`src/rtl/lbpm_pkg.sv`:
```
// Package for the light bar pair matcher: types, constants and register
// codes. Depends on nothing.
`default_nettype none
package lbpm_pkg;

   localparam int MAX_BARS_DEF   = 16;
   localparam int MAX_ARMORS_DEF = 64;
   localparam int QUEUE_DEPTH    = 4;

   localparam int CSR_INDEX_W = 3;
   localparam int CSR_DATA_W  = 12;

   localparam logic [CSR_INDEX_W-1:0] CSR_MAX_ANGLE_DIFF   = 3'd0;
   localparam logic [CSR_INDEX_W-1:0] CSR_MAX_LENGTH_RATIO = 3'd1;
   localparam logic [CSR_INDEX_W-1:0] CSR_MAX_Y_RATIO      = 3'd2;
   localparam logic [CSR_INDEX_W-1:0] CSR_MIN_X_RATIO      = 3'd3;
   localparam logic [CSR_INDEX_W-1:0] CSR_MAX_DIST_RATIO   = 3'd4;
   localparam logic [CSR_INDEX_W-1:0] CSR_MIN_DIST_RATIO   = 3'd5;

   localparam logic [10:0] RST_MAX_ANGLE_DIFF   = 11'd112;
   localparam logic [8:0]  RST_MAX_LENGTH_RATIO = 9'd51;
   localparam logic [10:0] RST_MAX_Y_RATIO      = 11'd512;
   localparam logic [10:0] RST_MIN_X_RATIO      = 11'd128;
   localparam logic [11:0] RST_MAX_DIST_RATIO   = 12'd1280;
   localparam logic [11:0] RST_MIN_DIST_RATIO   = 12'd256;

   typedef struct packed {
      logic [10:0] max_angle_diff;
      logic [8:0]  max_length_ratio;
      logic [10:0] max_y_ratio;
      logic [10:0] min_x_ratio;
      logic [11:0] max_dist_ratio;
      logic [11:0] min_dist_ratio;
   } cfg_type;

   typedef struct packed {
      logic [15:0]        cx;
      logic [15:0]        cy;
      logic [15:0]        len;
      logic signed [10:0] ang;
   } bar_type;

   typedef struct packed {
      logic        is_end;
      logic        dropped;
      logic [15:0] armor_x;
      logic [15:0] armor_y;
      logic [3:0]  left_index;
      logic [3:0]  right_index;
   } q_entry_type;

   typedef struct packed {
      logic        push;
      q_entry_type entry;
   } q_push_type;

endpackage
`default_nettype wire

```
`src/rtl/lbpm_if.sv`:
```
// Channel interfaces of the light bar pair matcher: bar input and armor
// result. No dependencies.
`default_nettype none


interface lbpm_rsp_if;
   logic        valid;
   logic        ready;
   logic [15:0] armor_x;
   logic [15:0] armor_y;
   logic [3:0]  left_index;
   logic [3:0]  right_index;
   logic        armor_valid;
   logic        overflow;
   logic        last_armor;
   modport source (output valid, armor_x, armor_y, left_index, right_index, armor_valid,
                   overflow, last_armor, input ready);
   modport sink   (input valid, armor_x, armor_y, left_index, right_index, armor_valid,
                   overflow, last_armor, output ready);
endinterface
`default_nettype wire

```
`src/rtl/lbpm_back.sv`:
```
// Back part: result queue, held-back pending pair and output register that
// marks the last result of a frame. Depends on lbpm_pkg and lbpm_if.
`default_nettype none
module lbpm_back
   import lbpm_pkg::*;
(
   input  wire logic       clock,
   input  wire logic       reset,
   input  wire q_push_type q_push,
   output logic            q_full,
   lbpm_rsp_if.source      rsp
);

   localparam int PW = $clog2(QUEUE_DEPTH);
   localparam int NW = $clog2(QUEUE_DEPTH + 1);

   q_entry_type     q_mem [QUEUE_DEPTH];
   logic [PW-1:0]   wr_ptr_ff, rd_ptr_ff;
   logic [NW-1:0]   n_ff;
   q_entry_type     head, pend_ff;
   logic            pend_valid_ff, pend_valid_in;
   logic            out_valid_ff, out_valid_in, out_free, out_load, pop, pend_load;
   logic [15:0]     out_x_ff, out_y_ff;
   logic [3:0]      out_li_ff, out_ri_ff;
   logic            out_av_ff, out_ovf_ff, out_last_ff;

   assign head     = q_mem[rd_ptr_ff];
   assign q_full   = (n_ff == NW'(QUEUE_DEPTH));
   assign out_free = !out_valid_ff || rsp.ready;

   always_comb begin
      pop           = 1'b0;
      out_load      = 1'b0;
      pend_load     = 1'b0;
      pend_valid_in = pend_valid_ff;
      if (n_ff != '0) begin
         if (!head.is_end) begin
            if (!pend_valid_ff) begin
               pop = 1'b1; pend_load = 1'b1; pend_valid_in = 1'b1;
            end else if (out_free) begin
               pop = 1'b1; pend_load = 1'b1; out_load = 1'b1;
            end
         end else if (out_free) begin
            pop = 1'b1; out_load = 1'b1; pend_valid_in = 1'b0;
         end
      end
      out_valid_in = out_load || (out_valid_ff && !rsp.ready);
   end

   always_ff @(posedge clock) begin
      if (q_push.push)
         q_mem[wr_ptr_ff] <= q_push.entry;
      if (pend_load)
         pend_ff <= head;
      if (out_load) begin
         if (pend_valid_ff) begin
            out_x_ff  <= pend_ff.armor_x;
            out_y_ff  <= pend_ff.armor_y;
            out_li_ff <= pend_ff.left_index;
            out_ri_ff <= pend_ff.right_index;
            out_av_ff <= 1'b1;
         end else begin
            out_x_ff  <= '0;
            out_y_ff  <= '0;
            out_li_ff <= '0;
            out_ri_ff <= '0;
            out_av_ff <= 1'b0;
         end
         out_last_ff <= head.is_end;
         out_ovf_ff  <= head.is_end && head.dropped && pend_valid_ff;
      end
   end

   always_ff @(posedge clock) begin
      if (reset) begin
         wr_ptr_ff     <= '0;
         rd_ptr_ff     <= '0;
         n_ff          <= '0;
         pend_valid_ff <= 1'b0;
         out_valid_ff  <= 1'b0;
      end else begin
         if (q_push.push)
            wr_ptr_ff <= wr_ptr_ff + 1'b1;
         if (pop)
            rd_ptr_ff <= rd_ptr_ff + 1'b1;
         n_ff          <= n_ff + NW'(q_push.push) - NW'(pop);
         pend_valid_ff <= pend_valid_in;
         out_valid_ff  <= out_valid_in;
      end
   end

   assign rsp.valid       = out_valid_ff;
   assign rsp.armor_x     = out_x_ff;
   assign rsp.armor_y     = out_y_ff;
   assign rsp.left_index  = out_li_ff;
   assign rsp.right_index = out_ri_ff;
   assign rsp.armor_valid = out_av_ff;
   assign rsp.overflow    = out_ovf_ff;
   assign rsp.last_armor  = out_last_ff;

   a_no_push_full: assert property (@(posedge clock) disable iff (reset)
      q_push.push |-> !q_full)
      else $error("push into a full result queue");

endmodule
`default_nettype wire

```
`src/flat_wrapper.sv`:
```
// flat-port wrapper written by rule: the top's interface ports become plain ports
module lbpm_back_flat import lbpm_pkg::*;
  (clock, reset, q_push, q_full, rsp_valid, rsp_armor_x, rsp_armor_y, rsp_left_index, rsp_right_index, rsp_armor_valid, rsp_overflow, rsp_last_armor, rsp_ready);
  lbpm_rsp_if rsp_i ();
  input  wire logic clock;
  input  wire logic reset;
  input  wire q_push_type q_push;
  output logic q_full;
  output wire logic [$bits(rsp_i.valid)-1:0] rsp_valid;
  output wire logic [$bits(rsp_i.armor_x)-1:0] rsp_armor_x;
  output wire logic [$bits(rsp_i.armor_y)-1:0] rsp_armor_y;
  output wire logic [$bits(rsp_i.left_index)-1:0] rsp_left_index;
  output wire logic [$bits(rsp_i.right_index)-1:0] rsp_right_index;
  output wire logic [$bits(rsp_i.armor_valid)-1:0] rsp_armor_valid;
  output wire logic [$bits(rsp_i.overflow)-1:0] rsp_overflow;
  output wire logic [$bits(rsp_i.last_armor)-1:0] rsp_last_armor;
  input wire logic [$bits(rsp_i.ready)-1:0] rsp_ready;
  assign rsp_valid = rsp_i.valid;
  assign rsp_armor_x = rsp_i.armor_x;
  assign rsp_armor_y = rsp_i.armor_y;
  assign rsp_left_index = rsp_i.left_index;
  assign rsp_right_index = rsp_i.right_index;
  assign rsp_armor_valid = rsp_i.armor_valid;
  assign rsp_overflow = rsp_i.overflow;
  assign rsp_last_armor = rsp_i.last_armor;
  assign rsp_i.ready = rsp_ready;
  lbpm_back u_core (.clock(clock), .reset(reset), .q_push(q_push), .q_full(q_full), .rsp(rsp_i));
endmodule
```
`config.mk`:
```
export PLATFORM = sky130hd
export DESIGN_NAME = lbpm_back_flat
export DESIGN_NICKNAME = d
export VERILOG_FILES = /design/src/rtl/lbpm_pkg.sv /design/src/rtl/lbpm_if.sv /design/src/rtl/lbpm_back.sv /design/src/flat_wrapper.sv
export SDC_FILE = /design/constraint.sdc
export NUM_CORES = 1
export LEC_CHECK = 0
export ABC_AREA = 1
export BUFFER_PORTS_ARGS = -buffer_cell sky130_fd_sc_hd__buf_4
export CORE_AREA = 8 8 144 146
export DETAILED_ROUTE_END_ITERATION = 8
export DIE_AREA = 0 0 152 154
export GPL_TIMING_DRIVEN = 0
export PLACE_DENSITY = 0.74
export SLEW_MARGIN = 0
export SYNTH_ARGS = -nofsm -noshare
export SYNTH_HDL_FRONTEND = slang
export SYNTH_SLANG_ARGS = --single-unit
export TNS_END_PERCENT = 30
```
`constraint.sdc`:
```
create_clock -name clock -period 3.3 [get_ports clock]
set_input_delay 0.165 -clock clock [delete_from_list [all_inputs] [get_ports clock]]
set_output_delay 0.165 -clock clock [all_outputs]
set_load 0.01 [all_outputs]
```
# Word level (Yosys, flattened, before mapping)
# Memories as Yosys holds them, arrays and structs flattened. A register that Yosys moved wholly into a read port is not among the register bits.
# Index checks and enable logic that the tools add are counted.
# classes
n_eq_ne	2
mux	16
reduce_logical	9
addsub	4
# op_table
operator	count
1-bit two-way mux	14
2-bit by 1-bit adder with 2-bit output (second input constant)	2
2-bit two-way mux	2
3-bit by 1-bit adder with 3-bit output	1
3-bit == test (second input constant)	1
1-bit logical AND	3
3-bit nonzero test	1
3-bit by 1-bit subtractor with 3-bit output	1
1-bit logical NOT	2
1-bit logical OR	2
2-bit != test (second input constant)	1
2-bit AND reduction	1
# totals
ramBits	168
input_bits	46
output_inout_bits	45
elab_cells	48
ff_bits	92
n_memories	1
# mem_list
name	words	width	read_ports	rd_clocked_by_memory_dff	wr	line_no	source
u_core.q_mem	4	42	1	1	1	lbpm_back.sv:17	q_entry_type q_mem [QUEUE_DEPTH];

# Logic depth before layout (Yosys ltp)
# logic_depth
depth_word	8
ltp_mapped	13
depth_no_buf	12

# Least setup slack after synthesis
# OpenSTA, ideal clock, no wires.
# synth_timing
path_type	reg-to-reg
from	register with a tool-made name
to	register u_core.pend_ff[0] in the netlist's numbering, enable pin
t_arrival_ps	2815
setup_slack_ps	34
required_time_ps	2849
path_stages_with_launch	8
cell_sequence	dfxtp_1 > buf_6 > inv_2 > nand2_1 > nand3_2 > nand2_2 > nand2_1 > a21oi_1
# synth_lines
element	line_no	source
end signal, assigned	lbpm_back.sv:54	pend_ff <= head;
end, declared	lbpm_back.sv:20	q_entry_type head, pend_ff;

==> flow_metrics.env <==
export IMPL_clk_pin_slew_ns=0.06
export IMPL_first_iter_violations=390
export IMPL_rsz0062_at_grt="false"
export IMPL_drv_slew=0
export IMPL_cts_buffers_inserted=27
export IMPL_p_leak_nw=4.538
export IMPL_period_share=0.7886
export IMPL_avgSynthCellArea_um2=14.60
export IMPL_dr_max_layer_used="met4"
export IMPL_grt_pass1_wl_um=31710
export IMPL_cts_root_buf="clkbuf_16"
export IMPL_drc=0
export IMPL_syn_area_um2=9589
export IMPL_drt_total_wl_um=20230
export IMPL_start_kind="register"
export IMPL_die_y_um=154
export IMPL_grt_pass1_vias=6141
export IMPL_r2r_cells=11
export IMPL_cts_resized=0
export IMPL_peakVddDrop_mv=0.4115
export IMPL_clk_latency_ns=0.53
export IMPL_dpl_cell_area_um2=10700
export IMPL_synthToLayoutAreaGrowth_pct=24.37
export IMPL_pre_cts_slack_ns=0.6691
export IMPL_drtAntennaViolNets=0
export IMPL_critPathCaptureType="register"
export IMPL_die_area_um2=23410
export IMPL_synth_area_leader_cell="edfxtp_1"
export IMPL_cp_required_ns=3.75
export IMPL_cap_violations=0
export IMPL_grt_max_degree=33
export IMPL_final_core_util=0.6462
export IMPL_dp_cells=987
export IMPL_m1WireLength_um=8076
export IMPL_postSynthCellCount=657
export IMPL_p_per_area_nw_per_um2=869.2
export IMPL_track_usage=0.1711
export IMPL_status="finished clean"
export IMPL_fin_worst_skew_ns=0.01076
export IMPL_cts_sinks=262
export IMPL_fmax_mhz=384.3
export IMPL_min_path_cells=2
export IMPL_cts_max_level=1
export IMPL_relSlewSlack=0.5197
export IMPL_reg2reg_slack_ns=0.70
export IMPL_ios=91
export IMPL_holdPathEnd="u_core.q_mem[2][3]"
export IMPL_die_x_um=152
export IMPL_start_util=0.5196
export IMPL_wl_per_cell_um=18.71
export IMPL_grt_antenna_before_repair=0
export IMPL_ys_seq_area_frac=0.8090
export IMPL_crit_arrival_ns=3.05
export IMPL_syn_num_nets=710
export IMPL_ys_seq_elements=262
export IMPL_ys_top_cells_by_area="edfxtp_1 79%, o21ai_0 4.1%, nor2_1 3.6%"
export IMPL_nets=880
export IMPL_mostFrequentLayoutCells="251 x edfxtp_1, 91 x nor2_1, 90 x buf_4"
export IMPL_grt_overflow_total=0
export IMPL_gp_congestion=0.7405
export IMPL_critPathKind="reg -> reg"
export IMPL_cts_tree="done"
export IMPL_hpwl_um=12460
export IMPL_finalPower_mw=10.37
export IMPL_synth_cell_types=23
export IMPL_final_area_um2=11930
export IMPL_fin_ws_ns=0.6976
export IMPL_min_from="q_push[3]"
export IMPL_worstReg2RegEnd="u_core.n_ff[2]"
export IMPL_finalSetupViolations=0
export IMPL_vias=5801
export IMPL_drt_pass1_iter_count=5
export IMPL_period_needed_ns=2.602
export IMPL_fin_tns_setup_ns=0
export IMPL_cp_max_fo=7
export IMPL_hold_viol=0
export IMPL_diodes=0
export IMPL_yosys_warnings=0
export IMPL_final_common_cell="edfxtp_1"
export IMPL_row_count=50
export IMPL_cts_max_path_buffers=3
export IMPL_avgViaCountPerCell=5.366
export IMPL_drive_gt1_frac=0.1759
export IMPL_synth_top_cell_area_share=0.7860
export IMPL_wl_met2_um=10420
export IMPL_hp_class="in -> reg"
export IMPL_core_um2=18460
export IMPL_hold_ws_ns=0.3687
export IMPL_numPortBuffers=90
export IMPL_dr_wl_met3_um=1338
export IMPL_worstMarginPinSlew_ns=0.7189
export IMPL_fin_cells=1081
[where the power goes]
part | switching, mW | internal, mW
clock network | 1.18 | 1.50
registers | 0.219 | 4.67
logic | 1.81 | 0.985
total | 3.21 | 7.15
[critical path, cell delays in order (launching register included)]
cell,delay [ns]
dfxtp_1,0.55
inv_1,0.25
nand3_2,0.15
nand3_2,0.11
nand3_1,0.15
inv_1,0.07
ha_1,0.27
inv_1,0.04
ha_1,0.18
fa_1,0.41
and3_1,0.19
nor3_1,0.14
[area by class of cell]
type,count,area [µm²]
clock buffers,34,701.9
flip-flops and latches,262,7757
fillers,1329,6529
clock inverters,15,77.57
repair buffers,141,1246
well taps,234,292.8
multi-input cells,299,1465
plain buffers,31,141.4
inverters,65,244.0
[registers in the layout, summed over array words and instances, names as in the netlist, 2 cells and up, named ones only]
signal and count:
u_core.n_ff 3, u_core.pend_ff 40, u_core.q_mem 168, u_core.rd_ptr_ff 2, u_core.rsp.armor_x 16, u_core.rsp.armor_y 16, u_core.rsp.left_index 4, u_core.rsp.right_index 4
u_core.wr_ptr_ff 2
[worst max-delay path by stage]
stage	startpoint	end	slack [ns]	cells past startpoint
floorplan	register	u_core.pend_ff[0]	0.03	7
global placement	register	u_core.pend_ff[35]	-1.58	5
detailed placement	register	u_core.n_ff[2]	0.67	11
CTS	register	u_core.n_ff[2]	0.63	11
global route	register	u_core.n_ff[2]	0.59	11
finish	register	u_core.n_ff[2]	0.70	11
[Yosys cell counts (all sizes together)]
| library cell | n |
|---|---|
| ha | 6 |
| fa | 1 |
| dfxtp | 11 |
| o22ai | 40 |
| edfxtp | 251 |
| and3 | 1 |
| nor2 | 91 |
| nand4 | 1 |
| nor3 | 1 |
| buf | 10 |
| clkbuf | 21 |
| o21ai | 85 |
| nand3 | 6 |
| a211oi | 1 |
| inv | 65 |
| a21oi | 8 |
| nand2 | 58 |
[kinds of logic (layout without fill, tap and decap cells)]
kind of cell               Yosys count  after routing  synth area share
buffers and inverters               96            286           0.04019
and+or+nand+nor                    158            158           0.06511
AOI/OAI and AO/OA                  134            134           0.07581
DFF                                262            262            0.8090
adders and majority gates            7              7          0.009916
[layer usage]
| metal | vias to the layer above | global-route usage |
|---|---|---|
| li1 | 2693 | - |
| met1 | 2851 | 0.2026 |
| met2 | 213 | 0.3047 |
| met3 | 44 | 0.03700 |
| met4 | 0 | 0.05854 |
| met5 | - | 0 |
[what timing repair did]
item | 4_1_cts | 5_1_grt
hold endpoints to repair | 178 | 0
setup endpoints to repair | 0 | 0
hold buffers | 45 | 0
setup buffers | 0 | 0
Power figures use the tool's default switching activity.
